==> src/sv/assert_macros.svh <==
// Assertion macros for the top-level RTL file, the one that carries checks.
`ifndef ASSERT_MACROS_SVH
`define ASSERT_MACROS_SVH

// The consequent must hold in the same cycle as the antecedent.
`define ASSERT_SAME(label, clk, rst_n, ante, cons) \
    label: assert property (@(posedge clk) disable iff (!rst_n) (ante) |-> (cons)) \
        else $error("same-cycle check failed");

// The consequent must hold in the cycle after the antecedent.
`define ASSERT_NEXT(label, clk, rst_n, ante, cons) \
    label: assert property (@(posedge clk) disable iff (!rst_n) (ante) |=> (cons)) \
        else $error("next-cycle check failed");

`endif

==> src/sv/udppc_pkg.sv <==
// Package with the beat types, protocol constants and internal structs.
`timescale 1ns / 1ps

package udppc_pkg;

    localparam logic [15:0] ETYPE_IPV4    = 16'h0800;
    localparam logic [15:0] ETYPE_IPV6    = 16'h86DD;
    localparam logic [7:0]  PROTO_UDP     = 8'd17;
    localparam logic [15:0] LEN_MAX       = 16'hFFFF;
    localparam logic [15:0] ETH_HDR_LEN   = 16'd14;
    localparam logic [15:0] IPV4_MIN_LEN  = 16'd34;
    localparam logic [15:0] IPV6_MIN_LEN  = 16'd54;
    localparam logic [15:0] IPV6_UDP_OFF  = 16'd54;
    localparam logic [15:0] UDP_HDR_LEN   = 16'd8;

    // Byte positions of the header fields that the verdict needs.
    localparam logic [15:0] POS_ETYPE_HI  = 16'd12;
    localparam logic [15:0] POS_ETYPE_LO  = 16'd13;
    localparam logic [15:0] POS_IHL       = 16'd14;
    localparam logic [15:0] POS_NEXT_HDR  = 16'd20;
    localparam logic [15:0] POS_PROTO     = 16'd23;
    localparam logic [15:0] POS_DPORT6_HI = 16'd56;
    localparam logic [15:0] POS_DPORT6_LO = 16'd57;

    typedef struct packed {
        logic [7:0] data_byte;
        logic       last_byte;
    } in_t;

    typedef struct packed {
        logic        verdict;
        logic        matched;
        logic [15:0] frame_length;
        logic [63:0] packet_total;
        logic [63:0] byte_total;
    } out_t;

    // Per-frame decision handed from the parser to the counter stage.
    typedef struct packed {
        logic        verdict;
        logic        matched;
        logic [15:0] frame_length;
    } judge_t;

endpackage

==> src/sv/udppc_parse.sv <==
// Header field capture and per-frame pass/drop decision.
`timescale 1ns / 1ps

module udppc_parse (
    input  logic              clk,
    input  logic              rst_n,
    input  logic              beat_accept,
    input  udppc_pkg::in_t    beat,
    input  logic [15:0]       match_port,
    output udppc_pkg::judge_t judge
);
    import udppc_pkg::*;

    logic [15:0] pos_reg;
    logic [15:0] pos_next;
    logic [7:0]  etype_hi_reg;
    logic [7:0]  etype_lo_reg;
    logic [3:0]  ihl_reg;
    logic [7:0]  next_hdr_reg;
    logic [7:0]  proto_reg;
    logic [7:0]  dport4_hi_reg;
    logic [7:0]  dport4_lo_reg;
    logic [7:0]  dport6_hi_reg;
    logic [7:0]  dport6_lo_reg;

    logic [15:0] off4;
    logic [15:0] frame_len;
    logic [15:0] etype;
    logic        is_v4;
    logic        is_v6;
    logic [15:0] udp_off;
    logic [15:0] dport;
    logic        drop;

    // The IPv4 UDP offset follows the IHL nibble, which is stored two bytes
    // before the earliest possible port byte, so it is settled in time.
    assign off4 = ETH_HDR_LEN + {10'd0, ihl_reg, 2'b00};

    always_comb
    begin
        pos_next = pos_reg;
        if (beat.last_byte)
            pos_next = '0;
        else if (pos_reg != LEN_MAX)
            pos_next = pos_reg + 16'd1;
    end

    always_ff @(posedge clk or negedge rst_n)
    begin
        if (!rst_n)
            pos_reg <= '0;
        else if (beat_accept)
            pos_reg <= pos_next;
    end

    always_ff @(posedge clk)
    begin
        if (beat_accept)
        begin
            if (pos_reg == POS_ETYPE_HI)
                etype_hi_reg <= beat.data_byte;
            if (pos_reg == POS_ETYPE_LO)
                etype_lo_reg <= beat.data_byte;
            if (pos_reg == POS_IHL)
                ihl_reg <= beat.data_byte[3:0];
            if (pos_reg == POS_NEXT_HDR)
                next_hdr_reg <= beat.data_byte;
            if (pos_reg == POS_PROTO)
                proto_reg <= beat.data_byte;
            if (pos_reg == off4 + 16'd2)
                dport4_hi_reg <= beat.data_byte;
            if (pos_reg == off4 + 16'd3)
                dport4_lo_reg <= beat.data_byte;
            if (pos_reg == POS_DPORT6_HI)
                dport6_hi_reg <= beat.data_byte;
            if (pos_reg == POS_DPORT6_LO)
                dport6_lo_reg <= beat.data_byte;
        end
    end

    // Every field the decision reads lies well before the last byte whenever
    // the length checks let the decision depend on it.
    always_comb
    begin
        frame_len = (pos_reg == LEN_MAX) ? LEN_MAX : pos_reg + 16'd1;
        etype     = {etype_hi_reg, etype_lo_reg};
        is_v4     = (etype == ETYPE_IPV4);
        is_v6     = (etype == ETYPE_IPV6);
        udp_off   = is_v4 ? off4 : IPV6_UDP_OFF;
        dport     = is_v4 ? {dport4_hi_reg, dport4_lo_reg} : {dport6_hi_reg, dport6_lo_reg};
        drop      = (frame_len >= ETH_HDR_LEN)
                    && ((is_v4 && frame_len >= IPV4_MIN_LEN && proto_reg == PROTO_UDP)
                        || (is_v6 && frame_len >= IPV6_MIN_LEN
                            && next_hdr_reg == PROTO_UDP))
                    && (udp_off + UDP_HDR_LEN <= frame_len);

        judge.verdict      = drop;
        judge.matched      = drop && (dport == match_port);
        judge.frame_length = frame_len;
    end

endmodule

==> src/sv/udp_port_packet_counter.sv <==
// Top level: UDP destination port filter with matched packet and byte counters.
// Two register stages: a frame's decision is loaded with its last beat and moves to
// the result stage when it has room. Throughput: one beat per cycle; the input
// stalls only while both stages hold results and the result side is not ready.
// Reset (rst_n low, asynchronous) clears the byte position, both counters,
// the match port and all valid flags; captured header bytes are not reset.
`timescale 1ns / 1ps
`include "assert_macros.svh"

module udp_port_packet_counter (
    input  logic             clk,
    input  logic             rst_n,
    input  logic             frame_valid,
    output logic             frame_ready,
    input  udppc_pkg::in_t   frame_beat,
    output logic             result_valid,
    input  logic             result_ready,
    output udppc_pkg::out_t  result,
    input  logic             cfg_wr_en,
    input  logic [15:0]      cfg_wr_data
);
    import udppc_pkg::*;

    logic [15:0] port_reg;

    // Stage one holds the decision for a finished frame; stage two holds the
    // result beat with the updated totals.
    judge_t      judge;
    judge_t      s1_reg;
    logic        s1_valid_reg;
    logic        s1_valid_next;
    out_t        out_reg;
    logic        out_valid_reg;
    logic        out_valid_next;
    logic [63:0] pkt_cnt_reg;
    logic [63:0] pkt_cnt_next;
    logic [63:0] byte_cnt_reg;
    logic [63:0] byte_cnt_next;

    logic        beat_accept;
    logic        out_room;
    logic        s1_adv;
    logic        s1_load;

    // Ready chains backward: a stage takes new data when it is empty or its
    // content moves on in the same cycle.
    assign out_room    = !out_valid_reg || result_ready;
    assign s1_adv      = s1_valid_reg && out_room;
    assign frame_ready = !s1_valid_reg || out_room;
    assign beat_accept = frame_valid && frame_ready;
    assign s1_load     = beat_accept && frame_beat.last_byte;

    always_ff @(posedge clk or negedge rst_n)
    begin
        if (!rst_n)
            port_reg <= '0;
        else if (cfg_wr_en)
            port_reg <= cfg_wr_data;
    end

    udppc_parse u_parse (
        .clk         (clk),
        .rst_n       (rst_n),
        .beat_accept (beat_accept),
        .beat        (frame_beat),
        .match_port  (port_reg),
        .judge       (judge)
    );

    always_comb
    begin
        s1_valid_next = s1_valid_reg;
        if (s1_load)
            s1_valid_next = 1'b1;
        else if (s1_adv)
            s1_valid_next = 1'b0;

        out_valid_next = out_valid_reg;
        if (s1_adv)
            out_valid_next = 1'b1;
        else if (result_ready)
            out_valid_next = 1'b0;

        pkt_cnt_next  = pkt_cnt_reg;
        byte_cnt_next = byte_cnt_reg;
        if (s1_adv && s1_reg.matched)
        begin
            pkt_cnt_next  = pkt_cnt_reg + 64'd1;
            byte_cnt_next = byte_cnt_reg + {48'd0, s1_reg.frame_length};
        end
    end

    always_ff @(posedge clk or negedge rst_n)
    begin
        if (!rst_n)
        begin
            s1_valid_reg  <= 1'b0;
            out_valid_reg <= 1'b0;
            pkt_cnt_reg   <= '0;
            byte_cnt_reg  <= '0;
        end
        else
        begin
            s1_valid_reg  <= s1_valid_next;
            out_valid_reg <= out_valid_next;
            pkt_cnt_reg   <= pkt_cnt_next;
            byte_cnt_reg  <= byte_cnt_next;
        end
    end

    // Payload registers load only when their stage takes a new frame.
    always_ff @(posedge clk)
    begin
        if (s1_load)
            s1_reg <= judge;
        if (s1_adv)
        begin
            out_reg.verdict      <= s1_reg.verdict;
            out_reg.matched      <= s1_reg.matched;
            out_reg.frame_length <= s1_reg.frame_length;
            out_reg.packet_total <= pkt_cnt_next;
            out_reg.byte_total   <= byte_cnt_next;
        end
    end

    assign result_valid = out_valid_reg;
    assign result       = out_reg;

    // A counted frame is always a dropped frame.
    `ASSERT_SAME(a_match_is_drop, clk, rst_n, result_valid && result.matched, result.verdict)
    // Every frame holds at least its last byte.
    `ASSERT_SAME(a_len_nonzero, clk, rst_n, result_valid, result.frame_length != 16'd0)
    // A counted frame bumps the packet counter by exactly one.
    `ASSERT_NEXT(a_pkt_inc, clk, rst_n, s1_adv && s1_reg.matched,
        pkt_cnt_reg == $past(pkt_cnt_reg) + 64'd1)
    // Without a counted frame the packet counter holds.
    `ASSERT_NEXT(a_pkt_hold, clk, rst_n, !(s1_adv && s1_reg.matched),
        pkt_cnt_reg == $past(pkt_cnt_reg))

endmodule

==> config.mk <==
export PLATFORM = sky130hd
export DESIGN_NAME = udp_port_packet_counter
export DESIGN_NICKNAME = d
export VERILOG_FILES = /design/src/sv/udppc_pkg.sv /design/src/sv/udppc_parse.sv /design/src/sv/udp_port_packet_counter.sv
export VERILOG_INCLUDE_DIRS = /design/src /design/src/sv
export SDC_FILE = /design/constraint.sdc
export NUM_CORES = 1
export LEC_CHECK = 0
export BUFFER_PORTS_ARGS = -buffer_cell sky130_fd_sc_hd__buf_4
export CAP_MARGIN = 20
export CORE_ASPECT_RATIO = 0.7
export CORE_MARGIN = 5
export CORE_UTILIZATION = 30
export DETAILED_ROUTE_END_ITERATION = 10
export PLACE_DENSITY = 0.52
export SYNTH_ARGS = -nofsm -noshare
export SYNTH_HDL_FRONTEND = slang
export SYNTH_SLANG_ARGS = --single-unit
==> constraint.sdc <==
create_clock -name clk -period 12.8 [get_ports clk]
set_input_delay 0.64 -clock clk [delete_from_list [all_inputs] [get_ports clk]]
set_output_delay 0.64 -clock clk [all_outputs]
set_load 0.01 [all_outputs]
# == Word-level counts from Yosys, hierarchy flattened ==
# Index checks and enable logic that the tools add are counted.
# word_totals
regBits,394
output_inout_bits,148
wordCells,90
# op_classes
addsub,7
order_cmp,4
n_eq_ne,16
n_mux,11
reduce_logical,29
# ops
cell,n
64-bit two-way mux,2
16-bit two-way mux,5
"64-bit by 1-bit adder with 64-bit output, second input constant",1
64-bit by 16-bit adder with 64-bit output,1
16-bit == test,3
"16-bit by 4-bit == test with 1-bit output, second input constant",3
"16-bit by 2-bit adder with 16-bit output, second input constant",2
"16-bit == test, second input constant",2
"16-bit by 5-bit == test with 1-bit output, second input constant",2
"16-bit by 6-bit == test with 1-bit output, second input constant",2
"16-bit by 6-bit >= comparator with 1-bit output, second input constant",2
2-bit AND reduction,10
"16-bit by 1-bit adder with 16-bit output, second input constant",1
"16-bit by 4-bit adder with 16-bit output, second input constant",1
"16-bit by 12-bit == test with 1-bit output, second input constant",1
"8-bit by 5-bit == test with 1-bit output, second input constant",2
"16-bit by 4-bit >= comparator with 1-bit output, second input constant",1
16-bit <= comparator,1
"16-bit != test, second input constant",1
1-bit logical AND,11
"4-bit by 6-bit adder with 7-bit output, first input constant",1
2-bit nonzero test,3
1-bit two-way mux,4
1-bit logical OR,3
1-bit logical NOT,2

# == Depth between registers and ports, before layout ==
# Gate-level depths: netlist (run 1).
# logic_depth
ltp_word,9
mapped_depth,15
depth_no_buf,15

# == By module ==
# Synthesis (run 1) repeated with hierarchy kept, for this count alone.
# unflattened
hier_cells,1243
hier_area_um2,16468.3
# modules_own_cells
module,n_inst,cells_each,area_each_um2
udp_port_packet_counter,1,853,12065.3
udppc_parse,1,390,4403.0

# == Worst setup path before layout (run 1) ==
# OpenSTA, ideal clock, no wires.
# synth_timing
path_kind,input-to-reg
startpoint,input result_ready
endpoint,"register out_reg, in the netlist result[2] (data pin)"
setup_ps,286
arrival_ps,5161
required_ps,12514
slack_ps,7353
stages,6
n_path_buf,1
path_cell_list,nand2b_1 > and2_1 > nand2_1 > clkbuf_1 > nand2_1 > o21ai_0
# synth_between
elab_chain_cells,4
# synth_lines
item,line_no,text
"start, declared",udp_port_packet_counter.sv:17,"input logic result_ready,"
1-bit logical OR,udp_port_packet_counter.sv:47,assign out_room = !out_valid_reg || result_ready;
1-bit logical AND,udp_port_packet_counter.sv:48,assign s1_adv = s1_valid_reg && out_room;
1-bit logical AND,udp_port_packet_counter.sv:86,if (s1_adv && s1_reg.matched)
64-bit two-way mux,udp_port_packet_counter.sv:86,
net byte_cnt_next[2],udp_port_packet_counter.sv:38,logic [63:0] byte_cnt_next;
"end, declared",udp_port_packet_counter.sv:32,out_t out_reg;
# The timed path passes the listed nets, and every way through them passes these cells.
# A chain may end at the register's enable or synchronous reset.

==> reports/qor.yml, run 1 <==
logic_synthesis:
  syn_inst: 1204
  synth.avg_cell_area_um2: 13.6
  synth_edf_count: 232
  yosys_most_used_dff: "edfxtp_1"
  syn-num-nets: 1263
  synth-seq-area-share: 0.675
  ys_ff_latch: 394
  async_flop_share: 0.411
  ys_warn_count: 0
  ys_types: 72
  syn_area_um2: 16300
sta:
  relSlewSlack: 0.325
  finalSetupViolations: 0
  fmax_mhz: 249
  hold_violations: 0
  slew_violations: 0
  finClkSkew_ns: 0.0211
  layout_min_cycle_time_ns: 4.01
  rsz0062_at_grt: "false"
  holdWs_ns: 0.185
  period_share: 0.314
  final.setup.tns_ns: 0
  tightest_slew_ns: 1.01
clock_tree:
  htreeDepth: 2
  cts_root_buf: "clkbuf_16"
  clkSinkCount: 394
  holdBufCountCts: 0
  clkTransAtPathRegs_ns: 0.06
  cts_resized: 0
  cts_max_path_buffers: 3
  cts_tree: "done"
  cts_setup_buffers: 0
  clk-insertion-delay-late_ns: 0.57
  cts_buffers: 42
critical_path:
  crit_type: "reg2reg"
  cp-start-kind: "register"
  critPathArrivalTime_ns: 4.44
  end_kind: "register"
  rr_worst_depth: 11
  required_ns: 13.22
  cp_max_fo: 15
  r2r_slack_ns: 8.79
die:
  start_util: 0.303
  dieArea_um2: 59300
  fp.dieH_um: 205
  rows: 71
  die_x_um: 289
  num_io_pins: 178
  core_area_um2: 53800
layout:
  mostFrequentLayoutCell: "edfxtp_1"
  final_util: 0.370
  largest_reg_flops: 146
  multi_input_area_um2: 5050
  drive_gt1_frac: 0.199
  fin_nets: 1458
  seqCellArea_um2: 11000
  area_delta_synth_final_pct: 21.9
  final_cell_mix: "edfxtp_1 (232), buf_4 (186), dfrtp_1 (162), nand2_1 (112), xnor2_1 (89)"
  insertedDiodeCount: 0
  fillers: 5218
  finish.instance_area_um2: 19900
detailed_routing:
  drt_wl_total_mm: 40.0
  wl_per_cell_um: 18.5
  first_iter_violations: 657
  num_vias: 10044
  ant_nets: 0
  drcViolationCount: 0
  viasPerCell: 4.64
  dr.pass1.iters: 5
global_routing:
  grt_overflow: 0
  antenna_found_initial: 1
  grt_pass1_vias: 10140
  grtUsageTotal: 0.135
  grt_pass1_wl_mm: 62.2
  grt_max_degree: 93
status:
  status: "completed"
min_path:
  hp-class: "in2async"
placed_design:
  gp_congestion: 0.829
  io_buffers: 177
  postPlaceCellArea_um2: 18500
  dpl.hpwl_mm: 28.2
pwr:
  vdd.ir_drop.worst_mv: 0.0907
  leakage_uw: 0.00813
  total_power_uw: 3110
  powerDensity_nw_per_um2: 156
job:
  max-cap-violations: 0
## Yosys cell counts, drive strengths merged, types with 4 or more instances
cell type	n	area, um^2
a21o	6	45.0
a21oi	20	100
a221oi	4	35.0
a31oi	4	25.0
and2	16	101
and3	32	200
and4	17	149
buf	16	85.1
clkbuf	21	78.8
dfrtp	162	4050
edfxtp	232	6970
ha	28	350
inv	30	113
mux2	14	158
mux2i	7	70.1
nand2	113	427
nand2b	8	50.1
nand3	50	263
nand4	39	250
nor2	54	203
nor2b	4	25.0
nor3	24	125
nor3b	8	70.1
nor4	12	75.1
nor4b	12	141
o21ai	46	230
o21bai	5	37.5
o31ai	7	52.6
or2	5	31.3
xnor2	89	780
xor2	74	648
## worst max-delay path: stages (launching register included)
cell,delay [ns]
dfrtp_1,0.52
ha_1,0.38
nand3_1,0.29
or4_1,0.86
and2_1,0.28
ha_1,0.30
and3_1,0.15
nand4_1,0.15
o31ai_1,0.31
o221ai_1,0.18
a41oi_1,0.26
and3_1,0.20
## kinds of logic (layout without fill, tap and decap cells)
kind of cell / count (synthesis) / count (layout) / share of synthesized area
AND/OR/NAND/NOR: 408 / 408 / 0.136
flip-flops: 394 / 394 / 0.675
XOR/XNOR: 163 / 163 / 0.0874
AO/OA/AOI/OAI: 121 / 121 / 0.0474
buffers and inverters: 67 / 296 / 0.0169
adder cells (fa/ha/maj): 30 / 30 / 0.0233
multiplexers: 21 / 21 / 0.0139
## power breakdown
| group | total [uW] | switching, uW | internal [uW] |
|---|---|---|---|
| clock network | 1200 | 518 | 686 |
| registers | 1500 | 54.0 | 1440 |
| logic | 408 | 242 | 166 |
## routing by layer
metal | wire (um) | track usage | vias to the layer above
li1 | - | - | 4786
met1 | 20200 | 0.209 | 4986
met2 | 16700 | 0.191 | 220
met3 | 2270 | 0.0285 | 50
met4 | 810 | 0.0367 | 2
met5 | 7 | 0 | -
## layout make-up
cell class,instances,share of cell area
flip-flops and latches,394,0.553
multi-input cells,743,0.254
repair buffers,188,0.0721
clock buffers,58,0.0583
well taps,730,0.0459
clock inverters,20,0.0109
inverters,30,0.00566
## worst paths after layout
check / from / end
setup / recovery: u_parse.pos_reg[0] / s1_reg[16]
hold / removal: rst_n / byte_cnt_reg[2]
setup reg to reg: u_parse.pos_reg[0] / s1_reg[16]
hold reg to reg: s1_reg[17] / result[145]
max in group asynchronous: rst_n / pkt_cnt_reg[1]
min in group clk: cfg_wr_data[1] / port_reg[1]
## metrics by stage
stage	cells	setup slack (ns)
2_1_floorplan	1204	7.35
3_3_place_gp	2083	9.14
3_5_place_dp	2083	8.91
4_1_cts	2161	8.91
5_1_grt	2163	8.57
6_report	2163	8.79
(Power assumes the default switching activity.)
==> run 2, diff against run 1 <==
==> constraint.sdc (replaced) <==
create_clock -name clk -period 4.2 [get_ports clk]
set_input_delay 0.21 -clock clk [delete_from_list [all_inputs] [get_ports clk]]
set_output_delay 0.21 -clock clk [all_outputs]
set_load 0.01 [all_outputs]
==> run 2 against run 1 <==
  * Maximum frequency up 12%
  * Die area unchanged
  * Critical path type unchanged
  * Final cell count up 1.4%
  * Routed wire length up 0.82%
  * Via count up 0.96%
  * Highest routed layer is now met4
  * Utilization up 0.62 points
  * Register-to-register slack worse by 8.2 ns
  * Combinational power rose to 3.2 times the previous value
  * Setup slack worse by 8.2 ns
==> reports/qor.yml, run 2 (synthesized netlist as in run 1, its figures left out) <==
status:
  status: "completed"
critical_path:
  rr_worst_depth: 11  # unchanged
  critical_path.cell_chain: "ha_1, nand3_1, or4_1, and2_1, ha_1, and3_1, nand4_1, o31ai_1, o221ai_1, a41oi_1, and3_1"
  r2r_start: "u_parse.pos_reg[0]"
  end_kind: "register"
  critical-path-top-delay-family: "simple AND/OR/NAND/NOR gates"
  cpPeakStageDelay_ns: 0.68  # -0.18 ns
  required_ns: 4.63  # -8.59 ns
  cp-start-kind: "register"
  cpMaxStageDelayCell: "or4_1"
  cp_max_fo: 10  # -5
  worstReg2RegEnd: "s1_reg[16]"
  critPathArrivalTime_ns: 4.01  # -0.43 ns
  crit_buf_inv: 0  # unchanged
  r2r_slack_ns: 0.63  # -8.16 ns
  crit_type: "reg2reg"
pwr:
  p_switching_uw: 2480  # +200%
  powerDensity_nw_per_um2: 475  # +200%
  clkPwrFrac: 0.391  # +0.004
  p_seq_frac: 0.474  # -0.008
  switching_share: 0.258  # -0.00385
  p_comb_frac: 0.134  # +0.003
  leakage_uw: 0.00827  # +1.7%
  vdd.ir_drop.worst_mv: 0.247  # +170%
  p_int_uw: 7130  # +210%
  total_power_uw: 9610  # +210%
sta:
  slew_violations: 0  # unchanged
  relSlewSlack: 0.356  # +0.0306
  holdWs_ns: 0.0404  # -0.145 ns
  hold_violations: 0  # unchanged
  tightest_slew_ns: 0.966  # -0.0459 ns
  layout_min_cycle_time_ns: 3.57  # -0.443 ns
  worst_slack_ns: 0.628  # -8.16 ns
  finalSetupViolations: 0  # unchanged
  fmax_mhz: 280  # +12%
  period_share: 0.850  # +0.537
  rsz0062_at_grt: "false"
  finClkSkew_ns: 0.0263  # +0.00519 ns
  final.setup.tns_ns: 0  # unchanged
die:
  die_x_um: 289  # unchanged
  start_util: 0.303  # unchanged
  num_io_pins: 178  # unchanged
  dieArea_um2: 59300  # unchanged
  rows: 71  # unchanged
  core_area_um2: 53800  # unchanged
  fp.dieH_um: 205  # unchanged
detailed_routing:
  drcViolationCount: 0  # unchanged
  viasPerCell: 4.62  # -0.43%
  dr.pass1.iters: 4  # -1
  wl_per_cell_um: 18.4  # -0.56%
  drt_wl_total_mm: 40.3  # +0.82%
  first_iter_violations: 590  # -10%
  ant_nets: 0  # unchanged
  num_vias: 10140  # +0.96%
layout:
  area_delta_synth_final_pct: 24.0
  fin_cells: 2193  # +1.4%
  final_cell_mix: "edfxtp_1 (232), buf_4 (190), dfrtp_1 (162), nand2_1 (112), xnor2_1 (89)"
  fin_nets: 1489  # +2.1%
  largest_reg_flops: 146  # unchanged
  fillers: 5201  # -0.33%
  mostFrequentLayoutCell: "edfxtp_1"
  insertedDiodeCount: 0  # unchanged
  drive_gt1_frac: 0.195  # -0.00408
clock_tree:
  cts_tree: "done"
  cts_max_path_buffers: 3  # unchanged
  clk-insertion-delay-late_ns: 0.58  # about the same
  clkTransAtPathRegs_ns: 0.06  # about the same
  clkSinkCount: 394  # unchanged
  cts_buffers: 41  # -2.4%
  htreeDepth: 2  # unchanged
  cts_root_buf: "clkbuf_16"
placed_design:
  dp.cells: 2089  # +0.29%
  gp_congestion: 0.804  # -3.0%
  dpl.hpwl_mm: 28.4  # +0.61%
  place_ws_ns: 0.666  # -8.24 ns
  io_buffers: 177  # unchanged
global_routing:
  grt_pass1_vias: 10273  # +1.3%
  grtUsageTotal: 0.136  # +0.00109
  grt_max_degree: 147  # +58%
  grt_pass1_wl_mm: 62.5  # +0.58%
  antenna_found_initial: 0  # -1
  grt_overflow: 0  # unchanged
min_path:
  min_from: "cfg_wr_en"
  whs_path_depth: 2
  whs_endpoint: "port_reg[13]"
  hp-class: "in2reg"
job:
  max-cap-violations: 0  # unchanged
[run 2: layer usage]
metal | vias up | track usage | share of wire
li1 | 4851 | - | -
met1 | 5048 | 0.206 | 0.50
met2 | 199 | 0.199 | 0.43
met3 | 42 | 0.0295 | 0.052
met4 | 0 | 0.0322 | 0.015
met5 | - | 0 | 0
[run 2: timing repair]
action                                  in CTS  in global routing
buffers inserted                             0                  0
endpoints found under the hold margin      131                  0
endpoints found under the setup margin       0                  0
hold buffers                                27                  0
gates resized for setup                      0                  0
[run 2: worst max path at each step]
| stage | start | slack, ns | endpoint | cells after the start |
|---|---|---|---|---|
| after floorplan | result_valid | 0.78 | result[14] | 6 |
| after global placement | u_parse.pos_reg[0] | 0.81 | s1_reg[16] | 12 |
| after detailed placement | u_parse.pos_reg[0] | 0.67 | s1_reg[16] | 11 |
| after CTS | u_parse.pos_reg[0] | 0.66 | s1_reg[16] | 11 |
| after global routing | u_parse.pos_reg[0] | 0.39 | s1_reg[16] | 12 |
| final | u_parse.pos_reg[0] | 0.63 | s1_reg[16] | 11 |
[run 2: power groups by stage]
stage / clock [uW] / combinational (uW) / sequential [uW]
after global routing: 4050 / 1450 / 4590
after floorplan: 0 / 715 / 4650
after global placement: 0 / 1280 / 4630
after detailed placement: 0 / 1290 / 4640
after CTS: 3900 / 1320 / 4560
final: 3760 / 1290 / 4560
[run 2: through the flow]
step / cell area (um^2) / util
6_report: 20200 / 0.376
5_1_grt: 20200 / 0.376
4_1_cts: 20200 / 0.376
3_5_place_dp: 18600 / 0.345
3_3_place_gp: 18600 / 0.345
2_1_floorplan: 16300 / -
[run 2: area by class of cell]
class	count	area, um^2	area share
clock buffers	53	1070	0.0529
multi-input cells	743	5050	0.250
well taps	730	913	0.0451
flip-flops and latches	394	11000	0.544
repair buffers	220	1760	0.0867
inverters	30	113	0.00556
clock inverters	23	322	0.0159
